$ cat src/hw/rtl/rnp_pkg.sv
// types, constants and helper functions for the roman numeral parser
package rnp_pkg;

  localparam int unsigned SymCount = 13;
  localparam int unsigned SymIdxW  = $clog2(SymCount);
  localparam logic [11:0] MAX_VALUE = 12'd3999;

  typedef enum logic [1:0] {
    ST_OK      = 2'd0,
    ST_INVALID = 2'd1,
    ST_RANGE   = 2'd2
  } status_t;

  localparam logic [1:0] ROLE_NINE = 2'd0;
  localparam logic [1:0] ROLE_FIVE = 2'd1;
  localparam logic [1:0] ROLE_FOUR = 2'd2;
  localparam logic [1:0] ROLE_ONE  = 2'd3;

  localparam logic [7:0] SYM_FIRST [SymCount] = '{
    8'h4d, 8'h43, 8'h44, 8'h43, 8'h43, 8'h58, 8'h4c,
    8'h58, 8'h58, 8'h49, 8'h56, 8'h49, 8'h49
  };
  localparam logic [7:0] SYM_SECOND [SymCount] = '{
    8'h00, 8'h4d, 8'h00, 8'h44, 8'h00, 8'h43, 8'h00,
    8'h4c, 8'h00, 8'h58, 8'h00, 8'h56, 8'h00
  };
  localparam logic [9:0] SYM_VALUE [SymCount] = '{
    10'd1000, 10'd900, 10'd500, 10'd400, 10'd100, 10'd90, 10'd50,
    10'd40, 10'd10, 10'd9, 10'd5, 10'd4, 10'd1
  };
  localparam logic [1:0] SYM_DECADE [SymCount] = '{
    2'd0, 2'd1, 2'd1, 2'd1, 2'd1, 2'd2, 2'd2,
    2'd2, 2'd2, 2'd3, 2'd3, 2'd3, 2'd3
  };
  localparam logic [1:0] SYM_ROLE [SymCount] = '{
    ROLE_ONE,
    ROLE_NINE, ROLE_FIVE, ROLE_FOUR, ROLE_ONE,
    ROLE_NINE, ROLE_FIVE, ROLE_FOUR, ROLE_ONE,
    ROLE_NINE, ROLE_FIVE, ROLE_FOUR, ROLE_ONE
  };

  typedef struct packed {
    logic [SymIdxW-1:0] pos;
    logic [7:0]         held_char;
    logic               held_valid;
    logic [11:0]        sum;
    logic               ovf;
    logic               stuck;
    logic               noncanon;
    logic [2:0]         rep;
  } parse_st_t;

  typedef struct packed {
    logic               hit;
    logic               pair;
    logic [SymIdxW-1:0] idx;
  } match_t;

  // first table symbol at or after pos that matches
  function automatic match_t sym_match(logic [SymIdxW-1:0] pos, logic [7:0] h,
                                       logic has_next, logic [7:0] n);
    match_t m;
    m = '0;
    for (int p = 0; p < SymCount; p++) begin
      if (!m.hit && SymIdxW'(p) >= pos) begin
        if (SYM_SECOND[p] != 8'h00) begin
          if (has_next && h == SYM_FIRST[p] && n == SYM_SECOND[p]) begin
            m.hit  = 1'b1;
            m.pair = 1'b1;
            m.idx  = SymIdxW'(p);
          end
        end else if (h == SYM_FIRST[p]) begin
          m.hit  = 1'b1;
          m.pair = 1'b0;
          m.idx  = SymIdxW'(p);
        end
      end
    end
    return m;
  endfunction

  function automatic parse_st_t sym_consume(parse_st_t st, logic [SymIdxW-1:0] s);
    parse_st_t r;
    logic [12:0] tot;
    r = st;
    if (st.rep != 3'd0) begin
      if (s == st.pos) begin
        if (SYM_ROLE[s] != ROLE_ONE) r.noncanon = 1'b1;
        if (st.rep < 3'd7) r.rep = st.rep + 3'd1;
        if (s != '0 && r.rep > 3'd3) r.noncanon = 1'b1;
      end else begin
        r.rep = 3'd1;
        if (SYM_DECADE[s] == SYM_DECADE[st.pos] &&
            !(SYM_ROLE[st.pos] == ROLE_FIVE && SYM_ROLE[s] == ROLE_ONE)) begin
          r.noncanon = 1'b1;
        end
      end
    end else begin
      r.rep = 3'd1;
    end
    r.pos = s;
    tot = {1'b0, st.sum} + {3'b000, SYM_VALUE[s]};
    if (tot > {1'b0, MAX_VALUE}) begin
      r.ovf = 1'b1;
      r.sum = MAX_VALUE;
    end else begin
      r.sum = tot[11:0];
    end
    return r;
  endfunction

endpackage

$ cat src/hw/rtl/roman_numeral_parser.sv
// roman numeral parser top level: character stage, parse state and result register
//
// input channel: one character per transfer on in_char_code, in_last set on
// the final character of a numeral. lower case letters are folded to upper.
// result channel: one transfer per numeral carrying out_value and out_status
// (ok, invalid, out of range); out_value is zero unless the status is ok.
// both channels use valid/stall; a transfer happens when valid is high and
// stall is low.
// throughput: one character per cycle unless the character stage stalls, set
// by the combinational parse step (priority match against the symbol table
// plus the saturating add). the last character of a numeral is captured in
// the character stage, which resolves it into the result register once that
// register is free.
// when the receiver stalls, the result register holds; the character stage
// keeps taking characters that produce no result and stalls only a last
// character that finds the result register still full.
// reset (rst_n low, synchronous) empties both stages and clears the parse
// state, so the next character starts a new numeral.
module roman_numeral_parser
  import rnp_pkg::*;
(
  input  logic        clk,
  input  logic        rst_n,
  input  logic        in_valid,
  output logic        in_stall,
  input  logic [7:0]  in_char_code,
  input  logic        in_last,
  output logic        out_valid,
  input  logic        out_stall,
  output logic [11:0] out_value,
  output logic [1:0]  out_status
);

  logic        stg_valid_r;
  logic [7:0]  stg_char_r;
  logic        stg_last_r;
  parse_st_t   st_r;
  parse_st_t   st_nxt;
  logic        out_valid_r;
  logic [11:0] out_value_r;
  status_t     out_status_r;

  logic        out_free;
  logic        adv;
  logic [7:0]  c;
  match_t      m1;
  match_t      m2;
  parse_st_t   s1;
  parse_st_t   s2;
  status_t     res_status;
  logic [11:0] res_value;

  assign out_free = !out_valid_r || !out_stall;
  assign adv      = stg_valid_r && (!stg_last_r || out_free);
  assign in_stall = stg_valid_r && !adv;

  always_comb begin
    c = stg_char_r;
    if (stg_char_r >= 8'h61 && stg_char_r <= 8'h7a) c = stg_char_r - 8'h20;

    // resolve the held character against the incoming one
    s1 = st_r;
    m1 = sym_match(st_r.pos, st_r.held_char, 1'b1, c);
    if (!st_r.stuck) begin
      if (st_r.held_valid) begin
        if (m1.hit) begin
          s1 = sym_consume(st_r, m1.idx);
          if (m1.pair) s1.held_valid = 1'b0;
          else         s1.held_char  = c;
        end else begin
          s1.stuck = 1'b1;
        end
      end else begin
        s1.held_char  = c;
        s1.held_valid = 1'b1;
      end
    end

    // on the last character, flush the held one with no neighbour
    s2 = s1;
    m2 = sym_match(s1.pos, s1.held_char, 1'b0, 8'h00);
    if (!s1.stuck && s1.held_valid) begin
      if (m2.hit) s2 = sym_consume(s1, m2.idx);
      else        s2.stuck = 1'b1;
    end

    res_value = 12'd0;
    if (s2.stuck) begin
      res_status = ST_INVALID;
    end else if (s2.ovf) begin
      res_status = ST_RANGE;
    end else if (s2.noncanon) begin
      res_status = ST_INVALID;
    end else begin
      res_status = ST_OK;
      res_value  = s2.sum;
    end

    st_nxt = st_r;
    if (adv) begin
      if (stg_last_r) st_nxt = '0;
      else            st_nxt = s1;
    end
  end

  always_ff @(posedge clk) begin
    if (!rst_n) begin
      stg_valid_r <= 1'b0;
      st_r        <= '0;
      out_valid_r <= 1'b0;
    end else begin
      st_r <= st_nxt;
      if (!stg_valid_r || adv) stg_valid_r <= in_valid;
      if (adv && stg_last_r) out_valid_r <= 1'b1;
      else if (!out_stall)   out_valid_r <= 1'b0;
    end
  end

  always_ff @(posedge clk) begin
    if (in_valid && !in_stall) begin
      stg_char_r <= in_char_code;
      stg_last_r <= in_last;
    end
    if (adv && stg_last_r) begin
      out_value_r  <= res_value;
      out_status_r <= res_status;
    end
  end

  assign out_valid  = out_valid_r;
  assign out_value  = out_value_r;
  assign out_status = out_status_r;

endmodule
$ cat config.mk
export PLATFORM = sky130hd
export DESIGN_NAME = roman_numeral_parser
export DESIGN_NICKNAME = d
export VERILOG_FILES = /design/src/hw/rtl/rnp_pkg.sv /design/src/hw/rtl/roman_numeral_parser.sv
export SDC_FILE = /design/constraint.sdc
export NUM_CORES = 1
export LEC_CHECK = 0
export BUFFER_PORTS_ARGS = -buffer_cell sky130_fd_sc_hd__buf_4
export CAP_MARGIN = 5
export CORE_UTILIZATION = 40
export DETAILED_ROUTE_END_ITERATION = 16
export MAX_ROUTING_LAYER = met4
export PLACE_DENSITY = 0.56
export RECOVER_POWER = 100
export REMOVE_ABC_BUFFERS = 1
export SYNTH_ARGS = -nofsm -noshare
export SYNTH_HDL_FRONTEND = slang
export SYNTH_SLANG_ARGS = --single-unit
$ cat constraint.sdc
create_clock -name clk -period 15.25 [get_ports clk]
set_input_delay 4.575 -clock clk [delete_from_list [all_inputs] [get_ports clk]]
set_output_delay 4.575 -clock clk [all_outputs]
set_load 0.1 [all_outputs]
==> impl_metrics.tcl <==
set metrics [dict create \
    status "finished clean" \
    wire_per_inst_um 18.4 \
    grt_pass1_wl_mm 25.7 \
    timing.rr.end "out_status[0]$_SDFFCE_PP1P_" \
    peakVddDrop_uv 46.3 \
    path_common_cell "clkbuf_1" \
    fin_crit_sh_pct 68.6 \
    synth_edf_count 23 \
    grt_max_degree 32 \
    cts.sinks 56 \
    grt_pass1_vias 4791 \
    postCtsHoldBufs 0 \
    yosys_most_used_dff "dfxtp_1" \
    stdcell_area_um2 5940 \
    finalClockSkew_ns 0.00982 \
    cp_top_family "buffers and inverters" \
    synth-seq-area-share_pct 24.3 \
    final_common_cell "nor2_1" \
    slowest_delay_ns 0.88 \
    die_h_um 120 \
    worstSkewPairLatency_ns 0.31 \
    leakage_nw 2.03 \
    ys_ff_latch 56 \
    endpoint_kind "output pin" \
    critPathCapture "in_stall" \
    synth_cell_types 87 \
    drv_slew 0 \
    slowest_stage "clkbuf_1" \
    die_x_um 120 \
    drive_gt1_share_pct 9.26 \
    io_buffers 28 \
    ff2ff_setup_slack_ns 5.15 \
    cellPowerDensity_nw_per_um2 56.2 \
    clkTransAtPathRegs_ns 0.07 \
    holdCritPathClass "reg2reg" \
    yosysWarnings 0 \
    numCtsBuffers 5 \
    cts-root-buf "clkbuf_16" \
    critPathRequiredTime_ns 10.68 \
    fmax_mhz 95.6 \
    post_cts_resized 0 \
    worstReg2RegStart "stg_char_r[5]$_DFFE_PP_" \
    crit_chain "clkbuf_1 -> nand3_1 -> nor2_1 -> clkbuf_1" \
    ant_nets 0 \
    relSlewSlack_pct 21.4 \
    crit_fanout 3 \
    crit_type "in2out" \
    final-hold-violation-count 0 \
    antenna_found_initial 0 \
    overflow 0 \
    start_util_pct 41.5 \
    die_area_um2 14400 \
    tns_ns 0 \
    io_pins 29 \
    area_growth_pct 6.77 \
    clockBufferDepth 2 \
    cp.arrival_ns 5.89 \
    cp_num_buf_inv 2 \
    dp_hpwl_mm 12.4 \
    netlist_area_um2 5570 \
    synth_top_area_share_pct 12.4 \
    post-synth-top-area-cell "edfxtp_1" \
    synth.area.top_cells "edfxtp_1 12%, dfxtp_1 12%, ha_1 8.3%" \
    drt_iter0_markers 531 \
    htreeDepth 2 \
    syn_area_per_cell_um2 8.01 \
    diodes 0 \
    tightestPinTransition_ns 1.18 \
    worstSetupStartpoint "out_stall" \
    rr_worst_depth 33 \
    drcViolationCount 0 \
    utilization_pct 44.4 \
    via_per_inst 6.06 \
    fin_crit_ns 10.46 \
    dr.pass1.iters 8 \
    startpoint_type "primary input" \
    grt_usage_pct 23.5 \
    cp_num_cells 4 \
    dpl_cell_area_um2 5870 \
    cts_tree "yes" \
    vias 5318 \
    final_cell_mix "61 x nor2_1, 55 x nand2_1, 49 x a21oi_1" \
    routed_wl_mm 16.1 \
    gp_congestion 0.923 \
    nNetsFinal 753 \
    maxCapViolCount 0 \
    setup_viol 0 \
    post_cts_buffers 0 \
    async_flop_share_pct 0 \
    synthCells 695 \
    core_region_area_um2 13400 \
    fp-row-count 42 \
    rsz0062_at_grt "no" \
]
[sequential cells by signal, summed over array words and instances, names as in the netlist]
register	cells
stg_valid_r	1
stg_char_r	8
out_status	2
out_value	12
out_valid	1
stg_last_r	1
st_r	31
[power breakdown]
group	switching, mW	total [mW]	internal (mW)
Combinational	0.0339	0.0511	0.0171
Clock	0.0573	0.118	0.0607
Sequential	0.00581	0.165	0.159
[logic make-up after synthesis]
family | synth area share (%)
multiplexers | 1.73
AO/OA/AOI/OAI | 26.6
buffers and inverters | 5.17
XOR/XNOR | 2.83
flip-flops | 24.3
AND/OR/NAND/NOR | 30.0
adder cells (fa/ha/maj) | 9.40
[area by class of cell]
class | count | area, um^2
Clock inverter | 2 | 11.3
Fill cell | 1367 | 7460
Inverter | 34 | 128
Timing Repair Buffer | 32 | 176
Tap cell | 176 | 220
Clock buffer | 6 | 129
Sequential cell | 56 | 1350
Multi-Input combinational cell | 572 | 3930
[Yosys cell counts (11+ instances only)]
library cell,n
nand3_1,27
nor3_1,20
or2_2,11
buf_2,11
o21ai_0,25
a21oi_1,49
edfxtp_1,23
nand2_1,55
a22oi_1,25
clkbuf_1,17
inv_1,33
a31oi_1,11
dfxtp_1,33
nor3b_1,11
nor2b_1,36
ha_1,37
nor2_1,61
[per-stage QoR]
step                      cells  setup slack (ns)  hold slack (ns)  total power [mW]
after floorplan             662              4.63            0.438             0.205
after global placement      870              5.41            0.454             0.220
after detailed placement    870              5.36            0.479             0.220
after CTS                   878              5.35            0.491             0.338
after global routing        878              4.21            0.515             0.346
final                       878              4.79            0.484             0.334
[worst min-delay path: cells and delay by family, from the launching register on]
family,cells,cell delay [ns]
AND/OR/NAND/NOR,1,0.05
AO/OA/AOI/OAI,1,0.06
flip-flops,1,0.32
[per-layer routing]
layer | wire length (um) | track usage [%] | vias to the layer above
met5 | 0 | - | -
met4 | 187 | 5.00 | 0
met3 | 671 | 2.80 | 12
met2 | 7020 | 35.1 | 137
met1 | 8240 | 33.9 | 2558
li1 | - | - | 2611
[worst min-delay path by stage]
stage,startpoint,to,slack (ns),depth (start not counted)
2_1_floorplan,st_r[3]$_SDFFE_PN0P_,st_r[3]$_SDFFE_PN0P_,0.44,2
4_1_cts,out_valid$_SDFFE_PN0P_,out_valid$_SDFFE_PN0P_,0.49,2
5_1_grt,out_valid$_SDFFE_PN0P_,out_valid$_SDFFE_PN0P_,0.52,2
3_3_place_gp,st_r[3]$_SDFFE_PN0P_,st_r[3]$_SDFFE_PN0P_,0.45,2
6_report,out_valid$_SDFFE_PN0P_,out_valid$_SDFFE_PN0P_,0.48,2
3_5_place_dp,out_valid$_SDFFE_PN0P_,out_valid$_SDFFE_PN0P_,0.48,2
(Power assumes the default switching activity.)
